--- src/rtl/core/wpsw_pkg.sv ---
// Shared types and constants of the WAV PCM stream writer.
package wpsw_pkg;

	// Input command codes (bit 0 of the slave-side tuser).
	localparam logic CMD_HEADER = 1'b0;
	localparam logic CMD_SAMPLE = 1'b1;

	// Configuration register indexes.
	localparam logic [1:0] REG_WIDTH_SEL = 2'd0;
	localparam logic [1:0] REG_CHANNELS  = 2'd1;
	localparam logic [1:0] REG_RATE      = 2'd2;
	localparam logic [1:0] REG_FRAMES    = 2'd3;

	// Kind of job handed from the front to the back.
	localparam logic [1:0] KIND_SAMPLE = 2'd0;
	localparam logic [1:0] KIND_HEADER = 2'd1;
	localparam logic [1:0] KIND_REFUSE = 2'd2;

	localparam int HDR_LEN   = 44;
	localparam int HDR_IDX_W = 6;

	// Chunk tags as little-endian words, first character in the low byte.
	localparam logic [31:0] TAG_RIFF = 32'h4646_4952;
	localparam logic [31:0] TAG_WAVE = 32'h4556_4157;
	localparam logic [31:0] TAG_FMT  = 32'h2074_6d66;
	localparam logic [31:0] TAG_DATA = 32'h6174_6164;

	localparam logic [31:0] HDR_BASE = 32'd36;
	// Largest data size that still leaves room for the 36 header bytes.
	localparam logic [31:0] DATA_MAX = 32'hFFFF_FFDB;

	typedef struct packed {
		logic        wide;
		logic [4:0]  chans;
		logic [31:0] rate;
		logic [31:0] frames;
	} cfg_t;

	typedef struct packed {
		logic [1:0]  kind;
		logic        wide;
		logic [23:0] code;
		logic [4:0]  chans;
		logic [6:0]  bpf;
		logic [31:0] rate;
		logic [31:0] byte_rate;
		logic [31:0] riff_size;
		logic [31:0] data_size;
	} entry_t;

endpackage

--- src/rtl/core/wav_pcm_stream_writer.sv ---
// A word reaches the output via the front stages, the queue, the job and output registers.
// One byte per cycle out while m_tready is high; a sample is 2 or 3 bytes, a header 44,
// a refusal 1. The byte-wide output register in the back end sets the sustained rate.
// Input words are taken one per cycle until the two-entry job queue and front stages fill.
// Reset (arst_n low) empties all stages and the queue and loads the register defaults:
// 16-bit samples, two channels, 48000 Hz, zero frames.
module wav_pcm_stream_writer #(
	parameter int MAX_CHANNELS     = 16,
	parameter int SAMPLE_FRAC_BITS = 30
) (
	input  logic        clk,
	input  logic        arst_n,
	// Configuration write port.
	input  logic        cfg_we,
	input  logic [1:0]  cfg_index,
	input  logic [31:0] cfg_wdata,
	// Input stream.
	input  logic        s_tvalid,
	output logic        s_tready,
	input  logic [31:0] s_tdata,   // [31:0] sample_value
	input  logic [1:0]  s_tuser,   // [0] cmd, [1] not_finite
	// Output stream, one byte per word.
	output logic        m_tvalid,
	input  logic        m_tready,
	output logic [7:0]  m_tdata,   // [7:0] out_byte
	output logic        m_tlast,   // last_byte
	output logic        m_tuser    // [0] status
);

	wpsw_pkg::cfg_t   cfg_q;
	wpsw_pkg::entry_t front_entry;
	wpsw_pkg::entry_t back_entry;
	logic             front_valid;
	logic             front_ready;
	logic             back_valid;
	logic             back_ready;
	logic [$bits(wpsw_pkg::entry_t)-1:0] q_out;

	// The user must write the registers only while the block is idle, so every job in
	// flight sees the same settings; the block itself does not enforce this.
	always_ff @(posedge clk or negedge arst_n) begin
		if (!arst_n) begin
			cfg_q.wide   <= 1'b0;
			cfg_q.chans  <= 5'd2;
			cfg_q.rate   <= 32'd48000;
			cfg_q.frames <= 32'd0;
		end else if (cfg_we) begin
			case (cfg_index)
				wpsw_pkg::REG_WIDTH_SEL: cfg_q.wide   <= cfg_wdata[0];
				wpsw_pkg::REG_CHANNELS:  cfg_q.chans  <= cfg_wdata[4:0];
				wpsw_pkg::REG_RATE:      cfg_q.rate   <= cfg_wdata;
				wpsw_pkg::REG_FRAMES:    cfg_q.frames <= cfg_wdata;
				default: ;
			endcase
		end
	end

	// The front converts samples and checks header limits in two stages.
	wpsw_front #(
		.MAX_CHANNELS     (MAX_CHANNELS),
		.SAMPLE_FRAC_BITS (SAMPLE_FRAC_BITS)
	) u_front (
		.clk           (clk),
		.arst_n        (arst_n),
		.cfg           (cfg_q),
		.in_valid      (s_tvalid),
		.in_ready      (s_tready),
		.in_cmd        (s_tuser[0]),
		.in_sample     (s_tdata),
		.in_not_finite (s_tuser[1]),
		.out_valid     (front_valid),
		.out_ready     (front_ready),
		.out_entry     (front_entry)
	);

	// The queue lets the front keep taking words while the back streams a header.
	wpsw_fifo #(
		.WIDTH ($bits(wpsw_pkg::entry_t)),
		.DEPTH (2)
	) u_queue (
		.clk       (clk),
		.arst_n    (arst_n),
		.in_valid  (front_valid),
		.in_ready  (front_ready),
		.in_data   (front_entry),
		.out_valid (back_valid),
		.out_ready (back_ready),
		.out_data  (q_out)
	);

	assign back_entry = wpsw_pkg::entry_t'(q_out);

	// The back serializes each job onto the byte stream.
	wpsw_back u_back (
		.clk      (clk),
		.arst_n   (arst_n),
		.in_valid (back_valid),
		.in_ready (back_ready),
		.in_entry (back_entry),
		.m_tvalid (m_tvalid),
		.m_tready (m_tready),
		.m_tdata  (m_tdata),
		.m_tlast  (m_tlast),
		.m_tuser  (m_tuser)
	);

endmodule

--- src/rtl/core/wpsw_front.sv ---
// Front end: accepts words, converts samples and builds header fields.
module wpsw_front #(
	parameter int MAX_CHANNELS     = 16,
	parameter int SAMPLE_FRAC_BITS = 30
) (
	input  logic                clk,
	input  logic                arst_n,
	input  wpsw_pkg::cfg_t      cfg,
	input  logic                in_valid,
	output logic                in_ready,
	input  logic                in_cmd,
	input  logic signed [31:0]  in_sample,
	input  logic                in_not_finite,
	output logic                out_valid,
	input  logic                out_ready,
	output wpsw_pkg::entry_t    out_entry
);

	localparam int MAG_W = SAMPLE_FRAC_BITS + 1;
	localparam int MW    = (MAG_W > 32) ? MAG_W : 32;
	localparam int SH16  = SAMPLE_FRAC_BITS - 15;
	localparam int SH24  = SAMPLE_FRAC_BITS - 23;
	localparam logic [MW-1:0]   ONE    = MW'(1) << SAMPLE_FRAC_BITS;
	localparam logic [SH16-1:0] HALF16 = SH16'(1) << (SH16 - 1);
	localparam logic [SH24-1:0] HALF24 = SH24'(1) << (SH24 - 1);

	// Stage 1: captured word and configuration.
	logic        valid_s1;
	logic        cmd_s1;
	logic [31:0] raw_s1;
	logic        nf_s1;
	logic        wide_s1;
	logic [4:0]  chans_s1;
	logic [6:0]  bpf_s1;
	logic [31:0] rate_s1;
	logic [31:0] frames_s1;

	// Stage 2: magnitude and products.
	logic             valid_s2;
	logic             cmd_s2;
	logic             neg_s2;
	logic [MAG_W-1:0] mag_s2;
	logic             wide_s2;
	logic [4:0]       chans_s2;
	logic [6:0]       bpf_s2;
	logic [31:0]      rate_s2;
	logic [38:0]      byte_rate_s2;
	logic [38:0]      data_s2;

	logic        adv2;
	logic        take;
	logic [6:0]  bpf_in;
	logic [31:0] mag32;
	logic [MW-1:0] mag_w;
	logic [MW-1:0] mag_c;

	logic [15:0]     q16;
	logic [SH16-1:0] r16;
	logic            inc16;
	logic [16:0]     qr16;
	logic [16:0]     qs16;
	logic [15:0]     code16;
	logic [23:0]     q24;
	logic [SH24-1:0] r24;
	logic            inc24;
	logic [24:0]     qr24;
	logic [24:0]     qs24;
	logic [23:0]     code24;
	logic            refuse;

	assign adv2     = !valid_s2 || out_ready;
	assign in_ready = !valid_s1 || adv2;
	assign take     = in_valid && in_ready;

	assign bpf_in = cfg.wide ? (7'({cfg.chans, 1'b0}) + 7'(cfg.chans))
	                         : 7'({cfg.chans, 1'b0});

	always_ff @(posedge clk or negedge arst_n) begin
		if (!arst_n) begin
			valid_s1 <= 1'b0;
			valid_s2 <= 1'b0;
		end else begin
			if (in_ready) valid_s1 <= in_valid;
			if (adv2) valid_s2 <= valid_s1;
		end
	end

	always_ff @(posedge clk) begin
		if (take) begin
			cmd_s1    <= in_cmd;
			raw_s1    <= in_sample;
			nf_s1     <= in_not_finite;
			wide_s1   <= cfg.wide;
			chans_s1  <= cfg.chans;
			bpf_s1    <= bpf_in;
			rate_s1   <= cfg.rate;
			frames_s1 <= cfg.frames;
		end
	end

	// A non-finite sample reads as zero; the most negative input has magnitude 2^31.
	assign mag32 = nf_s1 ? 32'd0 : (raw_s1[31] ? (~raw_s1 + 32'd1) : raw_s1);
	assign mag_w = MW'(mag32);
	assign mag_c = (mag_w > ONE) ? ONE : mag_w;

	always_ff @(posedge clk) begin
		if (adv2 && valid_s1) begin
			cmd_s2       <= cmd_s1;
			neg_s2       <= raw_s1[31] && !nf_s1;
			mag_s2       <= mag_c[MAG_W-1:0];
			wide_s2      <= wide_s1;
			chans_s2     <= chans_s1;
			bpf_s2       <= bpf_s1;
			rate_s2      <= rate_s1;
			byte_rate_s2 <= 39'(rate_s1) * 39'(bpf_s1);
			data_s2      <= 39'(frames_s1) * 39'(bpf_s1);
		end
	end

	// Round half to even at each output width, then saturate to the PCM range.
	assign q16   = mag_s2[MAG_W-1:SH16];
	assign r16   = mag_s2[SH16-1:0];
	assign inc16 = (r16 > HALF16) || ((r16 == HALF16) && q16[0]);
	assign qr16  = {1'b0, q16} + 17'(inc16);
	assign q24   = mag_s2[MAG_W-1:SH24];
	assign r24   = mag_s2[SH24-1:0];
	assign inc24 = (r24 > HALF24) || ((r24 == HALF24) && q24[0]);
	assign qr24  = {1'b0, q24} + 25'(inc24);

	always_comb begin
		if (neg_s2) begin
			qs16 = (qr16 > 17'h0_8000) ? 17'h0_8000 : qr16;
			qs24 = (qr24 > 25'h080_0000) ? 25'h080_0000 : qr24;
		end else begin
			qs16 = (qr16 > 17'h0_7FFF) ? 17'h0_7FFF : qr16;
			qs24 = (qr24 > 25'h07F_FFFF) ? 25'h07F_FFFF : qr24;
		end
		code16 = neg_s2 ? 16'(17'd0 - qs16) : qs16[15:0];
		code24 = neg_s2 ? 24'(25'd0 - qs24) : qs24[23:0];
	end

	assign refuse = (chans_s2 == 5'd0) || ({27'd0, chans_s2} > 32'(MAX_CHANNELS)) ||
	                (rate_s2 == 32'd0) || (byte_rate_s2[38:32] != 7'd0) ||
	                (data_s2 > 39'(wpsw_pkg::DATA_MAX));

	always_comb begin
		out_entry.wide      = wide_s2;
		out_entry.code      = wide_s2 ? code24 : {8'd0, code16};
		out_entry.chans     = chans_s2;
		out_entry.bpf       = bpf_s2;
		out_entry.rate      = rate_s2;
		out_entry.byte_rate = byte_rate_s2[31:0];
		out_entry.data_size = data_s2[31:0];
		out_entry.riff_size = data_s2[31:0] + wpsw_pkg::HDR_BASE;
		if (cmd_s2 == wpsw_pkg::CMD_SAMPLE) begin
			out_entry.kind = wpsw_pkg::KIND_SAMPLE;
		end else if (refuse) begin
			out_entry.kind = wpsw_pkg::KIND_REFUSE;
		end else begin
			out_entry.kind = wpsw_pkg::KIND_HEADER;
		end
	end

	assign out_valid = valid_s2;

endmodule

--- src/rtl/core/wpsw_fifo.sv ---
// Small register queue between the front and the back.
module wpsw_fifo #(
	parameter int WIDTH = 8,
	parameter int DEPTH = 2
) (
	input  logic             clk,
	input  logic             arst_n,
	input  logic             in_valid,
	output logic             in_ready,
	input  logic [WIDTH-1:0] in_data,
	output logic             out_valid,
	input  logic             out_ready,
	output logic [WIDTH-1:0] out_data
);

	localparam int AW = (DEPTH > 1) ? $clog2(DEPTH) : 1;

	logic [WIDTH-1:0] mem_q [DEPTH];
	logic [AW-1:0]    wr_ptr_q;
	logic [AW-1:0]    rd_ptr_q;
	logic [AW:0]      count_q;
	logic             push;
	logic             pop;

	assign in_ready  = count_q != (AW + 1)'(DEPTH);
	assign out_valid = count_q != '0;
	assign out_data  = mem_q[rd_ptr_q];
	assign push      = in_valid && in_ready;
	assign pop       = out_valid && out_ready;

	always_ff @(posedge clk or negedge arst_n) begin
		if (!arst_n) begin
			wr_ptr_q <= '0;
			rd_ptr_q <= '0;
			count_q  <= '0;
		end else begin
			if (push) wr_ptr_q <= (wr_ptr_q == AW'(DEPTH - 1)) ? '0 : wr_ptr_q + AW'(1);
			if (pop) rd_ptr_q <= (rd_ptr_q == AW'(DEPTH - 1)) ? '0 : rd_ptr_q + AW'(1);
			if (push && !pop) begin
				count_q <= count_q + (AW + 1)'(1);
			end else if (pop && !push) begin
				count_q <= count_q - (AW + 1)'(1);
			end
		end
	end

	always_ff @(posedge clk) begin
		if (push) mem_q[wr_ptr_q] <= in_data;
	end

endmodule

--- src/rtl/core/wpsw_back.sv ---
// Back end: walks each queued job out one byte per word on the output stream.
module wpsw_back (
	input  logic             clk,
	input  logic             arst_n,
	input  logic             in_valid,
	output logic             in_ready,
	input  wpsw_pkg::entry_t in_entry,
	output logic             m_tvalid,
	input  logic             m_tready,
	output logic [7:0]       m_tdata,
	output logic             m_tlast,
	output logic             m_tuser
);

	logic                          cur_valid_q;
	wpsw_pkg::entry_t              cur_q;
	logic [wpsw_pkg::HDR_IDX_W-1:0] idx_q;
	logic                          m_tvalid_q;
	logic [7:0]                    m_tdata_q;
	logic                          m_tlast_q;
	logic                          m_tuser_q;

	logic [wpsw_pkg::HDR_LEN-1:0][7:0] hdr;
	logic [7:0] bits;
	logic [7:0] byte_nxt;
	logic       is_last;
	logic       load;

	assign bits = cur_q.wide ? 8'd24 : 8'd16;

	// Header image, byte 0 in the low bits.
	assign hdr = {cur_q.data_size, wpsw_pkg::TAG_DATA,
	              8'h00, bits, 8'h00, {1'b0, cur_q.bpf},
	              cur_q.byte_rate, cur_q.rate,
	              8'h00, {3'b000, cur_q.chans}, 16'h0001, 32'd16,
	              wpsw_pkg::TAG_FMT, wpsw_pkg::TAG_WAVE,
	              cur_q.riff_size, wpsw_pkg::TAG_RIFF};

	always_comb begin
		case (cur_q.kind)
			wpsw_pkg::KIND_SAMPLE: begin
				is_last = idx_q == (cur_q.wide ? wpsw_pkg::HDR_IDX_W'(2)
				                               : wpsw_pkg::HDR_IDX_W'(1));
				case (idx_q[1:0])
					2'd0:    byte_nxt = cur_q.code[7:0];
					2'd1:    byte_nxt = cur_q.code[15:8];
					default: byte_nxt = cur_q.code[23:16];
				endcase
			end
			wpsw_pkg::KIND_HEADER: begin
				is_last  = idx_q == wpsw_pkg::HDR_IDX_W'(wpsw_pkg::HDR_LEN - 1);
				byte_nxt = hdr[idx_q];
			end
			default: begin
				is_last  = 1'b1;
				byte_nxt = 8'h00;
			end
		endcase
	end

	assign load     = cur_valid_q && (!m_tvalid_q || m_tready);
	assign in_ready = !cur_valid_q || (load && is_last);

	always_ff @(posedge clk or negedge arst_n) begin
		if (!arst_n) begin
			cur_valid_q <= 1'b0;
			idx_q       <= '0;
			m_tvalid_q  <= 1'b0;
		end else begin
			if (in_valid && in_ready) begin
				cur_valid_q <= 1'b1;
				idx_q       <= '0;
			end else if (load && is_last) begin
				cur_valid_q <= 1'b0;
			end else if (load) begin
				idx_q <= idx_q + wpsw_pkg::HDR_IDX_W'(1);
			end
			if (load) begin
				m_tvalid_q <= 1'b1;
			end else if (m_tready) begin
				m_tvalid_q <= 1'b0;
			end
		end
	end

	always_ff @(posedge clk) begin
		if (in_valid && in_ready) cur_q <= in_entry;
		if (load) begin
			m_tdata_q <= byte_nxt;
			m_tlast_q <= is_last;
			m_tuser_q <= cur_q.kind == wpsw_pkg::KIND_REFUSE;
		end
	end

	assign m_tvalid = m_tvalid_q;
	assign m_tdata  = m_tdata_q;
	assign m_tlast  = m_tlast_q;
	assign m_tuser  = m_tuser_q;

endmodule
--- config.mk ---
export PLATFORM = sky130hd
export DESIGN_NAME = wav_pcm_stream_writer
export DESIGN_NICKNAME = d
export VERILOG_FILES = /design/src/rtl/core/wpsw_pkg.sv /design/src/rtl/core/wav_pcm_stream_writer.sv /design/src/rtl/core/wpsw_front.sv /design/src/rtl/core/wpsw_fifo.sv /design/src/rtl/core/wpsw_back.sv
export SDC_FILE = /design/constraint.sdc
export NUM_CORES = 2
export LEC_CHECK = 0
export BUFFER_PORTS_ARGS = -buffer_cell sky130_fd_sc_hd__buf_2
export CORE_UTILIZATION = 45
export DETAILED_ROUTE_END_ITERATION = 12
export HOLD_SLACK_MARGIN = 0.03
export MAX_ROUTING_LAYER = met4
export PLACE_DENSITY = 0.71
export SKIP_LAST_GASP = 1
export SLEW_MARGIN = 20
export SYNTH_ARGS = -nofsm -noshare
export SYNTH_HDL_FRONTEND = slang
export SYNTH_SLANG_ARGS = --single-unit
export TNS_END_PERCENT = 10
--- constraint.sdc ---
create_clock -name clk -period 16.8 [get_ports clk]
set_clock_uncertainty 0.1 [all_clocks]
set_input_delay 2.52 -clock clk [delete_from_list [all_inputs] [get_ports clk]]
set_output_delay 2.52 -clock clk [all_outputs]
set_load 0.01 [all_outputs]
==> flow_summary.ini <==
[synth]
yosysSeqAreaShare_pct = 51.7
synth_flop_cell = edfxtp_1
synth-simple-area-share_pct = 11.5
synth-compound-area-share_pct = 6.73
synth_fp_nets = 4320
synth_edf_count = 772
synthAdderAreaFrac_pct = 15.7
synth_mux_area_share_pct = 7.47
synth-xor-area-share_pct = 3.15
syn_inst = 3812
ys_ff_latch = 856
yosys.cell_types.count = 87
ys_async_sr_fraction_pct = 9.81
synth_warnings = 0
synth_top_family_by_area = adder cells
synth_area_sq_um = 48900
syn_avg_cell_area_sq_um = 12.8

[clock_tree]
cts_root_buf = clkbuf_16
clockBufferDepth = 3
htreeDepth = 3
cts_buffers = 86
cts_resized = 0
cts.sinks = 856
worstSkewPairLatency_ns = 0.66
tritoncts = done
hold_buffers = 0
clk_pin_slew_ns = 0.06
postCtsSetupBuffers = 0

[status]
status = complete, no violations

[critical_path]
cpMaxStageDelayCell = or4_1
crit_path_end_kind = flop
crit_path_frequent_cell = a221oi_1
crit_start = u_front.mag_s2[18]
critical_path_class = flop to flop
slowest_delay_ns = 0.71
path_buf_inv = 2
r2r_start = u_front.mag_s2[18]
cpLargestDelayFamily = compound AO/OA/AOI/OAI gates
reg2reg_depth = 17
cp_max_fo = 24
critPathRequiredTime_ns = 17.14
start_kind = flop
cp.arrival_ns = 7.13
cp_num_cells = 17
path_cells = nand3_1, or4_1, o31ai_1, o31a_1, o31ai_4, buf_4, a21oi_1, ha_1, inv_1, or2_2, nor2_1, a21boi_0, nor3b_1, nand2_1, a221oi_1, o21bai_1, a221oi_1

[place]
dpl.hpwl_mm = 75.8
gp_congestion = 0.915
port_buffers = 84

[sta]
fin_tns_setup_ns = 0
hold_viol = 0
period_needed_ns = 6.80
finalSetupViolCount = 0
fmax_mhz = 147
fin_crit_sh_pct = 40.5
worstMarginPinSlew_ns = 1.27
relSlewSlack_pct = 15.4
slew_viol_final = 0
grt_setup_unrepaired = false

[floorplanning]
die_x_um = 332
rows = 120
fp.coreArea_sq_um = 108000
fp.dieArea_sq_um = 110000
fp.dieH_um = 332
ios = 85
start_util_pct = 45.5

[worst_hold_path]
min_path_cells = 0
hp-start = u_front.cmd_s1
hold_path.class = flop to flop

[global_routing]
grt_max_degree = 173
grt_pass1_vias = 30200
overflow = 0
grt_pass1_wl_mm = 172
grtUsageTotal_pct = 20.5
antenna_found_initial = 2

[run]
drv_cap = 0

[layout]
ff_latch_area_sq_um = 25300
multi_input_area_sq_um = 21800
fin_nets = 4365
antenna_cells = 0
nFillCells = 9172
syn2layout_area_growth_pct = 9.25
final_layout_size_suffix_gt1_share_pct = 14.0

[routing]
drtIter0Drc = 2720
antenna_left = 0
finalWirelength_mm = 109
dr.pass1.iters = 6
route.detailed.drc = 0
post_drt_wl_per_cell_um = 20.4
vias_per_cell = 5.59
vias = 29800
==> registers in the layout (all words and copies together), names as in the netlist, 8 cells and up <==
| signal | count |
|---|---|
| u_front.data_s2 | 39 |
| u_front.mag_s2 | 31 |
| cfg_q | 70 |
| u_front.rate_s1 | 32 |
| u_front.byte_rate_s2 | 39 |
| u_back.m_tdata | 8 |
| u_front.rate_s2 | 32 |
| u_back.cur_q | 165 |
| u_front.raw_s1 | 32 |
| u_front.frames_s1 | 32 |
| u_queue.mem_q | 330 |
==> worst register-to-register path, delay by kind of cell (launching register included) <==
family | cells | cell delay, ns
AOI/OAI and AO/OA | 8 | 2.64
and+or+nand+nor | 6 | 2.52
buffers and inverters | 2 | 0.40
DFF | 1 | 0.65
adders and majority gates | 1 | 0.27
==> final timing paths <==
kind                                    endpoint  slack [ns]
setup / recovery           u_queue.mem_q[1][162]       10.00
hold / removal                    u_front.cmd_s2        0.32
setup reg to reg           u_queue.mem_q[1][162]       10.00
hold reg to reg                   u_front.cmd_s2        0.32
max in group asynchronous       u_queue.rd_ptr_q       13.65
min in group asynchronous              cfg_q[24]        1.66
==> per-layer routing <==
| metal | GRT usage [%] | up-vias | routed length (um) |
|---|---|---|---|
| li1 | - | 13600 | - |
| met2 | 32.1 | 907 | 51400 |
| met3 | 2.76 | 162 | 6540 |
| met5 | - | - | 0 |
| met1 | 28.2 | 15100 | 48200 |
| met4 | 5.61 | 0 | 2700 |
==> layout by cell type (no fill, tap or decap), types with 101 or more instances in the layout <==
master and n:
edfxtp_1 772, inv_1 326, and2_1 324, fa_1 299, nand2_1 273, mux2_2 245, nor2_1 156, ha_1 136
a21oi_1 129, xnor2_1 101
==> Yosys cell counts, drive strengths merged, types with 23 or more instances <==
library cell / number / share of area [%]
mux4: 31 / 1.4
a21oi: 130 / 1.3
o21ai: 78 / 0.80
nand4: 37 / 0.49
dfrtp: 76 / 3.9
buf: 24 / 0.23
fa: 299 / 12
inv: 326 / 2.5
nor4: 32 / 0.45
ha: 136 / 3.5
a211oi: 23 / 0.36
edfxtp: 772 / 47
and2: 326 / 4.2
clkbuf: 133 / 1.0
xnor2: 101 / 1.8
xor2: 75 / 1.3
and3: 25 / 0.32
mux2: 245 / 5.6
o31ai: 24 / 0.40
nor2: 157 / 1.2
nand3: 63 / 0.64
nor3: 62 / 0.64
a21o: 41 / 0.63
nand2: 273 / 2.1
==> kinds of logic (layout without fill, tap and decap cells) <==
logic type      Yosys count  in the layout
fa+ha+maj               435            435
simple gates           1076           1076
buf+inv                 487            600
mux                     296            296
xor+xnor                176            176
flops                   856            856
compound gates          486            486
==> through the flow <==
step           worst slack [ns]  utilization [%]  instance area [sq um]  std cells  hold WS, ns
2_1_floorplan              4.45                -                  48900       3812        0.300
3_3_place_gp              10.37             47.3                  50800       5172        0.302
3_5_place_dp              10.17             47.3                  50800       5172        0.308
4_1_cts                   10.14             49.7                  53500       5328        0.322
5_1_grt                    9.29             49.7                  53500       5328        0.325
6_report                  10.00             49.7                  53500       5328        0.320
==> area by class of cell <==
class,count,area share (%)
Clock buffer,103,4.20
Timing Repair Buffer,114,1.26
Clock inverter,53,0.803
Sequential cell,856,47.3
Inverter,330,2.32
Multi-Input combinational cell,2469,40.8
Tap cell,1403,3.28
Power is left out: the tool's default activity adds up to more than one toggle a clock period on the data nets, which glitch-free logic cannot reach.
